==> src/design/bdq_pkg.sv <==
package bdq_pkg;

    localparam int DATA_W = 32;

    typedef enum logic [2:0] {
        REQ_PUSH_FRONT = 3'd0,
        REQ_PUSH_BACK  = 3'd1,
        REQ_POP_FRONT  = 3'd2,
        REQ_POP_BACK   = 3'd3,
        REQ_SEARCH     = 3'd4
    } req_t;

    typedef enum logic [1:0] {
        STS_OK       = 2'd0,
        STS_FULL     = 2'd1,
        STS_EMPTY    = 2'd2,
        STS_NOTFOUND = 2'd3
    } status_t;

    typedef enum logic [2:0] {
        ST_IDLE,
        ST_EXEC,
        ST_POP_WAIT,
        ST_SCAN,
        ST_FINISH
    } state_t;

endpackage

==> src/design/bounded_deque_with_search.sv <==
// Channel   Direction  Handshake             Payload
// request   in         req_valid/req_stall   req_type, value
// response  out        rsp_valid/rsp_stall   status, popped_value, position, occupancy
//
// Push: IDLE, EXEC, FINISH, then the output register. Pop: EXEC, POP_WAIT, FINISH.
// Search: SCAN ends at a hit at position N; a miss reads every entry, at most DEPTH.
// The single read port of the entry RAM sets the scan rate: one entry per cycle.
// Reset clears count and front slot; RAM contents stay undefined until written.
// A stalled response holds the output register; a new request is taken once idle.
module bounded_deque_with_search
    import bdq_pkg::*;
    #(
        parameter int DEPTH = 16
    )
    (
        input  logic                             clk,
        input  logic                             rst_n,
        input  logic                             req_valid,
        output logic                             req_stall,
        input  logic [2:0]                       req_type,
        input  logic signed [DATA_W-1:0]         value,
        output logic                             rsp_valid,
        input  logic                             rsp_stall,
        output logic [1:0]                       status,
        output logic signed [DATA_W-1:0]         popped_value,
        output logic [$clog2(DEPTH+1)-1:0]       position,
        output logic [$clog2(DEPTH+1)-1:0]       occupancy
    );

    localparam int IDX_W = $clog2(DEPTH);
    localparam int CNT_W = $clog2(DEPTH + 1);
    localparam int SUM_W = IDX_W + 1;
    localparam logic [SUM_W-1:0] DEPTH_S   = SUM_W'(DEPTH);
    localparam logic [IDX_W-1:0] LAST_SLOT = IDX_W'(DEPTH - 1);
    localparam logic [CNT_W-1:0] DEPTH_C   = CNT_W'(DEPTH);

    function automatic logic [IDX_W-1:0] slot_of(input logic [IDX_W-1:0] base,
                                                 input logic [CNT_W-1:0] off);
        logic [SUM_W-1:0] sum;
        sum = SUM_W'(base) + SUM_W'(off);
        if (sum >= DEPTH_S)
        begin
            sum = sum - DEPTH_S;
        end
        return sum[IDX_W-1:0];
    endfunction

    function automatic logic [IDX_W-1:0] slot_inc(input logic [IDX_W-1:0] s);
        return (s == LAST_SLOT) ? '0 : s + IDX_W'(1);
    endfunction

    function automatic logic [IDX_W-1:0] slot_dec(input logic [IDX_W-1:0] s);
        return (s == '0) ? LAST_SLOT : s - IDX_W'(1);
    endfunction

    state_t                  state_reg, state_next;
    req_t                    req_reg, req_next;
    logic [DATA_W-1:0]       value_reg, value_next;
    logic [IDX_W-1:0]        front_reg, front_next;
    logic [CNT_W-1:0]        count_reg, count_next;
    logic [IDX_W-1:0]        rd_slot_reg, rd_slot_next;
    logic [CNT_W-1:0]        scan_idx_reg, scan_idx_next;
    status_t                 res_status_reg, res_status_next;
    logic [CNT_W-1:0]        res_pos_reg, res_pos_next;
    logic                    res_pop_reg, res_pop_next;
    logic                    rsp_valid_reg, rsp_valid_next;
    status_t                 status_reg, status_next;
    logic [DATA_W-1:0]       popped_reg, popped_next;
    logic [CNT_W-1:0]        position_reg, position_next;
    logic [CNT_W-1:0]        occupancy_reg, occupancy_next;
    logic [DATA_W-1:0]       popped_hold_reg, popped_hold_next;

    logic                    wr_en;
    logic [IDX_W-1:0]        wr_addr;
    logic [IDX_W-1:0]        rd_addr;
    logic [DATA_W-1:0]       rd_data;
    logic                    req_fire;
    logic                    out_free;
    logic                    hit;
    logic                    scan_last;

    bdq_ram
        #(
            .WIDTH (DATA_W),
            .DEPTH (DEPTH)
        )
        u_ram
        (
            .clk     (clk),
            .wr_en   (wr_en),
            .wr_addr (wr_addr),
            .wr_data (value_reg),
            .rd_addr (rd_addr),
            .rd_data (rd_data)
        );

    assign req_stall = (state_reg != ST_IDLE);
    assign req_fire  = req_valid && !req_stall;
    assign out_free  = !rsp_valid_reg || !rsp_stall;
    assign hit       = (rd_data == value_reg);
    assign scan_last = ((scan_idx_reg + CNT_W'(1)) == count_reg);

    assign rsp_valid    = rsp_valid_reg;
    assign status       = status_reg;
    assign popped_value = $signed(popped_reg);
    assign position     = position_reg;
    assign occupancy    = occupancy_reg;

    always_comb
    begin
        state_next = state_reg;
        case (state_reg)
            ST_IDLE:
            begin
                if (req_fire)
                begin
                    state_next = ST_EXEC;
                end
            end
            ST_EXEC:
            begin
                if (((req_reg == REQ_POP_FRONT) || (req_reg == REQ_POP_BACK))
                    && (count_reg != '0))
                begin
                    state_next = ST_POP_WAIT;
                end
                else if ((req_reg == REQ_SEARCH) && (count_reg != '0))
                begin
                    state_next = ST_SCAN;
                end
                else
                begin
                    state_next = ST_FINISH;
                end
            end
            ST_POP_WAIT:
            begin
                state_next = ST_FINISH;
            end
            ST_SCAN:
            begin
                if (hit || scan_last)
                begin
                    state_next = ST_FINISH;
                end
            end
            ST_FINISH:
            begin
                if (out_free)
                begin
                    state_next = ST_IDLE;
                end
            end
            default:
            begin
                state_next = ST_IDLE;
            end
        endcase
    end

    always_comb
    begin
        req_next         = req_reg;
        value_next       = value_reg;
        front_next       = front_reg;
        count_next       = count_reg;
        rd_slot_next     = rd_slot_reg;
        scan_idx_next    = scan_idx_reg;
        res_status_next  = res_status_reg;
        res_pos_next     = res_pos_reg;
        res_pop_next     = res_pop_reg;
        popped_hold_next = popped_hold_reg;
        rsp_valid_next   = rsp_valid_reg;
        status_next      = status_reg;
        popped_next      = popped_reg;
        position_next    = position_reg;
        occupancy_next   = occupancy_reg;
        wr_en            = 1'b0;
        wr_addr          = front_reg;
        rd_addr          = rd_slot_reg;

        if (rsp_valid_reg && !rsp_stall)
        begin
            rsp_valid_next = 1'b0;
        end

        case (state_reg)
            ST_IDLE:
            begin
                if (req_fire)
                begin
                    req_next   = req_t'(req_type);
                    value_next = value;
                end
            end
            ST_EXEC:
            begin
                res_status_next = STS_OK;
                res_pos_next    = '0;
                res_pop_next    = 1'b0;
                case (req_reg)
                    REQ_PUSH_FRONT:
                    begin
                        if (count_reg == DEPTH_C)
                        begin
                            res_status_next = STS_FULL;
                        end
                        else
                        begin
                            wr_en      = 1'b1;
                            wr_addr    = slot_dec(front_reg);
                            front_next = slot_dec(front_reg);
                            count_next = count_reg + CNT_W'(1);
                        end
                    end
                    REQ_PUSH_BACK:
                    begin
                        if (count_reg == DEPTH_C)
                        begin
                            res_status_next = STS_FULL;
                        end
                        else
                        begin
                            wr_en      = 1'b1;
                            wr_addr    = slot_of(front_reg, count_reg);
                            count_next = count_reg + CNT_W'(1);
                        end
                    end
                    REQ_POP_FRONT:
                    begin
                        if (count_reg == '0)
                        begin
                            res_status_next = STS_EMPTY;
                        end
                        else
                        begin
                            rd_addr      = front_reg;
                            res_pop_next = 1'b1;
                            front_next   = slot_inc(front_reg);
                            count_next   = count_reg - CNT_W'(1);
                        end
                    end
                    REQ_POP_BACK:
                    begin
                        if (count_reg == '0)
                        begin
                            res_status_next = STS_EMPTY;
                        end
                        else
                        begin
                            rd_addr      = slot_of(front_reg, count_reg - CNT_W'(1));
                            res_pop_next = 1'b1;
                            count_next   = count_reg - CNT_W'(1);
                        end
                    end
                    REQ_SEARCH:
                    begin
                        if (count_reg == '0)
                        begin
                            res_status_next = STS_EMPTY;
                        end
                        else
                        begin
                            rd_addr       = front_reg;
                            rd_slot_next  = front_reg;
                            scan_idx_next = '0;
                        end
                    end
                    default:
                    begin
                        res_status_next = STS_OK;
                    end
                endcase
            end
            ST_POP_WAIT:
            begin
                popped_hold_next = rd_data;
            end
            ST_SCAN:
            begin
                if (hit)
                begin
                    res_status_next = STS_OK;
                    res_pos_next    = scan_idx_reg + CNT_W'(1);
                end
                else if (scan_last)
                begin
                    res_status_next = STS_NOTFOUND;
                end
                else
                begin
                    rd_addr       = slot_inc(rd_slot_reg);
                    rd_slot_next  = slot_inc(rd_slot_reg);
                    scan_idx_next = scan_idx_reg + CNT_W'(1);
                end
            end
            ST_FINISH:
            begin
                if (out_free)
                begin
                    rsp_valid_next = 1'b1;
                    status_next    = res_status_reg;
                    popped_next    = res_pop_reg ? popped_hold_reg : '0;
                    position_next  = res_pos_reg;
                    occupancy_next = count_reg;
                end
            end
            default:
            begin
                rd_addr = rd_slot_reg;
            end
        endcase
    end

    always_ff @(posedge clk or negedge rst_n)
    begin
        if (!rst_n)
        begin
            state_reg     <= ST_IDLE;
            front_reg     <= '0;
            count_reg     <= '0;
            rsp_valid_reg <= 1'b0;
        end
        else
        begin
            state_reg     <= state_next;
            front_reg     <= front_next;
            count_reg     <= count_next;
            rsp_valid_reg <= rsp_valid_next;
        end
    end

    always_ff @(posedge clk)
    begin
        req_reg         <= req_next;
        value_reg       <= value_next;
        rd_slot_reg     <= rd_slot_next;
        scan_idx_reg    <= scan_idx_next;
        res_status_reg  <= res_status_next;
        res_pos_reg     <= res_pos_next;
        res_pop_reg     <= res_pop_next;
        popped_hold_reg <= popped_hold_next;
        status_reg      <= status_next;
        popped_reg      <= popped_next;
        position_reg    <= position_next;
        occupancy_reg   <= occupancy_next;
    end

`ifndef ASSERT_OFF
    a_count_bound: assert property (@(posedge clk) disable iff (!rst_n)
        count_reg <= DEPTH_C)
        else $error("entry count above depth");

    a_full_occ: assert property (@(posedge clk) disable iff (!rst_n)
        (rsp_valid && (status == STS_FULL)) |-> (occupancy == DEPTH_C))
        else $error("overflow reported while not full");

    a_empty_occ: assert property (@(posedge clk) disable iff (!rst_n)
        (rsp_valid && (status == STS_EMPTY)) |-> (occupancy == '0))
        else $error("underflow reported while not empty");

    a_pos_range: assert property (@(posedge clk) disable iff (!rst_n)
        (rsp_valid && (position != '0)) |-> ((status == STS_OK) && (position <= occupancy)))
        else $error("search position out of range");
`endif

endmodule

==> src/design/bdq_ram.sv <==
module bdq_ram
    #(
        parameter int WIDTH = 32,
        parameter int DEPTH = 16
    )
    (
        input  logic                     clk,
        input  logic                     wr_en,
        input  logic [$clog2(DEPTH)-1:0] wr_addr,
        input  logic [WIDTH-1:0]         wr_data,
        input  logic [$clog2(DEPTH)-1:0] rd_addr,
        output logic [WIDTH-1:0]         rd_data
    );

    logic [WIDTH-1:0] mem [DEPTH];

    always_ff @(posedge clk)
    begin
        if (wr_en)
        begin
            mem[wr_addr] <= wr_data;
        end
        rd_data <= mem[rd_addr];
    end

endmodule

==> config.mk <==
export PLATFORM = sky130hd
export DESIGN_NAME = bounded_deque_with_search
export DESIGN_NICKNAME = d
export VERILOG_FILES = /design/src/design/bdq_pkg.sv /design/src/design/bounded_deque_with_search.sv /design/src/design/bdq_ram.sv
export SDC_FILE = /design/constraint.sdc
export NUM_CORES = 1
export LEC_CHECK = 0
export BUFFER_PORTS_ARGS = -buffer_cell sky130_fd_sc_hd__buf_2
export CORE_MARGIN = 4
export CORE_UTILIZATION = 62
export CTS_CLUSTER_DIAMETER = 40
export DETAILED_ROUTE_END_ITERATION = 8
export PLACE_DENSITY = 0.9
export SKIP_LAST_GASP = 1
export SYNTH_ARGS = -nofsm -noshare
export SYNTH_HDL_FRONTEND = slang
export SYNTH_SLANG_ARGS = --single-unit
==> constraint.sdc <==
create_clock -name clk -period 5.4 [get_ports clk]
set_input_delay 0.54 -clock clk [delete_from_list [all_inputs] [get_ports clk]]
set_output_delay 0.54 -clock clk [all_outputs]
set_load 0.05 [all_outputs]
# ---- Yosys cells after proc, flatten, opt, wreduce, memory -nomap -nowiden
# Memory sizes are Yosys's and may differ from the RTL's. A register that Yosys moved wholly into a read port is not among the register bits.
# Cells that the tools add are included.
dict set report totals {
  reg_bits 141
  ramBits 512
  in_bits 39
  out_inout_bits 46
  elab_cells 136
  memories 1
}
# name depth width rd rd_clocked_by_memory_dff write_ports line_no
set mem_list {}
lappend mem_list {u_ram.mem 16 32 1 1 1 bdq_ram.sv:15} ;# logic [WIDTH-1:0] mem [DEPTH];
dict set report op_classes {
  addsub 10
  magnitude_cmp 2
  eq_ne 25
  n_mux 50
  reduce_logical 32
}
# operator count
set ops {}
lappend ops {{$mux W4} 14}
lappend ops {{$pmux W4 S2} 5}
lappend ops {{$mux W5} 7}
lappend ops {{$eq A32 B32 Y1} 1}
lappend ops {{$pmux W5 S2} 3}
lappend ops {{$ne A2 B2 Y1 const B} 11}
lappend ops {{$mux W3} 5}
lappend ops {{$pmux W3 S5} 1}
lappend ops {{$eq A3 B2 Y1 const B} 4}
lappend ops {{$sub A4 B1 Y4 const B} 3}
lappend ops {{$add A4 B5 Y5} 2}
lappend ops {{$add A5 B1 Y5 const B} 2}
lappend ops {{$ge A5 B5 Y1 const B} 2}
lappend ops {{$mux W1} 10}
lappend ops {{$reduce_and A2 Y1} 5}
lappend ops {{$add A4 B1 Y4 const B} 2}
lappend ops {{$eq A4 B4 Y1 const B} 2}
lappend ops {{$pmux W2 S2} 2}
lappend ops {{$eq A3 B1 Y1 const B} 2}
lappend ops {{$eq A3 B3 Y1 const B} 2}
lappend ops {{$logic_not A3 Y1} 2}
lappend ops {{$mux W2} 3}
lappend ops {{$reduce_and A3 Y1} 2}
lappend ops {{$reduce_bool A2 Y1} 3}
lappend ops {{other kinds (15)} 24}

# ---- Longest topological paths before layout
dict set report logic_depth {
  word_depth 7
  ltp_mapped 15
  ltp_nobuf 13
}

# ---- Hierarchy
# Synthesis repeated with hierarchy kept, for this count alone.
dict set report unflattened {
  cells_unflattened 1309
  hier_area_um2 26205.1
}
# module n_inst cells_each area_each_um2 seq_area_each_um2
set by_module_without_submodules {}
lappend by_module_without_submodules {bdq_ram 1 838 19835.3 16015.4}
lappend by_module_without_submodules {bounded_deque_with_search 1 471 6369.9 4169.0}

# ---- Least setup slack after synthesis
# No wires, ideal clock.
dict set report synth_timing {
  kind {register to register}
  from {reg state_reg[2]}
  to {mem u_ram.mem[4][0] (enable)}
  setup_ps 425
  t_arrival_ps 3465
  required_time_ps 4975
  slack_ps 1511
  path_stages_with_launch 10
  path_buffers 0
  path_cell_list {dfrtp_1 -> and2b_1 -> nand2_1 -> nor3_1 -> nand3_1 -> nor2_1 -> o21ai_0 -> o221ai_1 -> nor2b_1 -> nor2b_1}
}
dict set report synth_between {
  elab_chain_cells 4
  elab_cells_between_ends 5
  classes_between {eq/ne (1); mux (4)}
}
# element line_no
set synth_rtl {}
lappend synth_rtl {{start, declared} bounded_deque_with_search.sv:56} ;# state_t state_reg, state_next;
lappend synth_rtl {{start signal, assigned} bounded_deque_with_search.sv:326} ;# state_reg <= state_next;
lappend synth_rtl {{$eq A3 B1 Y1 *} bounded_deque_with_search.sv:187} ;# case (state_reg)
lappend synth_rtl {{$mux W1} bounded_deque_with_search.sv:187}
lappend synth_rtl {{$mux W1} bdq_ram.sv:19} ;# if (wr_en)
lappend synth_rtl {{$mux W1 (implied by the code)} bdq_ram.sv:21} ;# mem[wr_addr] <= wr_data;
lappend synth_rtl {{end, declared} bdq_ram.sv:15}
# Every way passes the cells marked *; elsewhere a longest branch is shown, timed or not.

# ---- Worst setup path after layout
dict set report layout_timing {
  from {reg value_reg[28]}
  to {reg u_ram.rd_data[16] (read register of u_ram.mem)}
}
dict set report layout_between {
  elab_chain_cells 3
}
# element line_no
set layout_rtl {}
lappend layout_rtl {{start, declared} bounded_deque_with_search.sv:58} ;# logic [DATA_W-1:0] value_reg, value_next;
lappend layout_rtl {{start signal, assigned} bounded_deque_with_search.sv:336} ;# value_reg <= value_next;
lappend layout_rtl {{$eq A32 B32 Y1} bounded_deque_with_search.sv:100} ;# assign hit = (rd_data == value_reg);
lappend layout_rtl {{$mux W4} -}
lappend layout_rtl {{$pmux W4 S2} bounded_deque_with_search.sv:187}
lappend layout_rtl {{end, declared} bdq_ram.sv:12} ;# output logic [WIDTH-1:0] rd_data
# Every way passes these cells.
# A chain may end at the register's enable or synchronous reset.

==> metrics.txt <==
IO buf count=84; Finished Layout Cells=2803; vias in the first global route=18268; Crit Path Max Fanout=32; DR WL/cell=26.1 µm; Max Slew Vio Count=0; Initial Util=62.9%; r2r startpoint=value_reg[28]; overflow left after global routing=0; flop2flop setup slack=920 ps; CTS tree=done; Sink Count=685; hold depth=1; Post-Syn Nets=2115; clk_lat worst skew=610 ps; Die Wd=217 µm; I/O Pins=85; Final period util=83.0%; Most flops, register=u_ram.mem; Synth cell types=65; antenna violations before repair=1; leak pwr=10.9 nW; cell taking the most area after synthesis=edfxtp_1; Max-cap violations=0; GPL Wtd Cong=0.895; drc violations=0; most instantiated library cell after synthesis=edfxtp_1; pre-CTS WS=1270 ps; startpoint types=flop; Post-CTS Resized=0; first-pass GRT wire length=108 mm; Post-synth EDFFs=640; CTS H-Tree Depth=3; max reg flops=512; Critical Path AT=4970 ps; Root Driver=clkbuf_16; post-synthesis instance total=2060; Crit. End Element=flop; Worst VDD drop=0.379 mV; outcome=finished clean; vias after detailed routing=18518; Primary FF master, synth=edfxtp_1; placed cells=2657; Hold WC Path Type=primary input to flop; # rows=76; worst endpoint required time=5890 ps; DIE AREA=47200 µm²; final non-filler cell area=31100 µm²; Clk pin slew, worst setup/hold paths=70 ps; Yosys reg bits=685; Area contributors post-synth=edfxtp_1 71%, nand2_1 7.5%, nand3_1 3.7%; Power Total=17.5 mW; Layout area overhead=14.7%; Core ar.=43200 µm²; Placed Area=28400 µm²; Fillers=2478; min-delay src=value[23]; DR pass1 iterations=6; layout cells sized above 1=14.5%; Avg Synthesized Cell Area=13.2 µm²; Nets=2207; fraction of registers with async set/reset=1.90%; worst hold margin=103 ps; largest net degree at the start of global routing=110; setup TNS=0 ps; final setup vio count=0; worst-margin pin slew=1200 ps; TritonCTS Buffers=77; PD cells=562 nW/µm²; FF-to-FF path depth=10; RSZ-0062 raised after global routing=no; Total GRT Usage=30.4%; synth cell count leaders=640 x edfxtp_1, 540 x nand2_1, 202 x nand3_1; Die H=217 µm; DP HPWL=37.9 mm; drt initial violations=2943; final core occ=72.1%; reg2reg end=u_ram.rd_data[16]; Yosys warning count=0; Critical Path Start=value_reg[28]; CTS max path bufs=3; Crit Path Class=flop to flop; Setup Skew=25.9 ps; fmax=223 MHz; drt via density=6.61; Post-Syn Area=27200 µm²; Relative slew margins=19.7%; Final Hold Viols=0; Synth top area share=70.8%; sequential area share after synthesis=74.3%; Post-Route WL=73.0 mm; minimum clock period=4480 ps; Antenna Nets Post-Route=0; Worst Setup EP=u_ram.rd_data[16]; Final WS setup=919 ps; setup bufs post-CTS=0
==> worst min path at each step <==
stage                    endpoint  slack (ps)
detailed placement    position[2]         420
global route         value_reg[6]         100
CTS                 value_reg[23]          90
finish              value_reg[23]         100
global placement      position[2]         400
floorplan            count_reg[0]         240
==> logic make-up (layout without fill, tap and decap cells) <==
family          after synthesis  after routing  share of synthesized area, %
fa+ha+maj                    16             16                         0.792
simple gates                931            931                          15.5
flops                       685            685                          74.3
other cells                   0              2                             0
compound gates              243            243                          5.25
buf+inv                     127            283                          2.28
mux                           4              4                         0.152
xor+xnor                     54             54                          1.74
==> routing by layer <==
metal	vias to the layer above	GRT usage, %	part of all wire (%)
met1	8832	38.4	33
met4	0	16.6	5.7
li1	7650	-	-
met5	-	0	0
met2	1685	49.2	48
met3	351	7.20	14
==> where the power goes <==
| part | leakage (nW) | switching (mW) | internal (mW) |
|---|---|---|---|
| Clock | 1.33 | 2.19 | 3.41 |
| Combinational | 3.32 | 3.30 | 1.39 |
| Sequential | 6.22 | 0.615 | 6.60 |
| Total | 10.9 | 6.11 | 11.4 |
==> placed cells by master (no fill, tap or decap), drive strengths merged, types with 3 or more instances in the layout <==
cell type | netlist | routed
o22ai | 3 | 3
nand2b | 7 | 7
nand4 | 10 | 10
nor2 | 33 | 33
nor3b | 3 | 3
or3 | 3 | 3
dfrtp | 13 | 13
a21oi | 186 | 186
mux2i | 3 | 3
nand3 | 202 | 202
nor4 | 35 | 35
a31oi | 5 | 5
edfxtp | 640 | 640
xor2 | 9 | 9
clkinvlp | 0 | 9
o21ai | 19 | 19
nand2 | 540 | 540
inv | 15 | 25
clkinv | 0 | 19
and3 | 5 | 5
bufinv | 0 | 12
ha | 14 | 14
o221ai | 4 | 4
xnor2 | 45 | 45
and2 | 39 | 39
nor2b | 7 | 7
dfxtp | 32 | 32
buf | 60 | 124
a21o | 3 | 3
nor3 | 39 | 39
clkbuf | 52 | 93
==> critical path, cell delays in order, from the launching register on <==
cell	delay [ps]
edfxtp_1	620
xnor2_1	440
nand4_1	230
nor4_1	800
a21oi_2	370
mux2i_1	260
o21a_2	400
nand2_1	120
buf_4	530
nor3_1	200
nor4_1	380
==> what timing repair did <==
| item | in CTS | in global routing |
|---|---|---|
| endpoints found under the hold margin | 13 | 0 |
| hold buffers | 1 | 0 |
| endpoints found under the setup margin | 0 | 0 |
==> layout make-up <==
class / count / area, µm² / share of cell area [%]
multi-input cells: 1248 / 6520 / 20.9
flip-flops and latches: 685 / 20200 / 64.8
well taps: 585 / 732 / 2.35
diodes: 2 / 5.00 / 0.0161
clock inverters: 50 / 659 / 2.12
inverters: 15 / 56.3 / 0.181
repair buffers: 125 / 881 / 2.83
clock buffers: 93 / 2110 / 6.78
No activity file was read; power rests on OpenSTA's default activity.
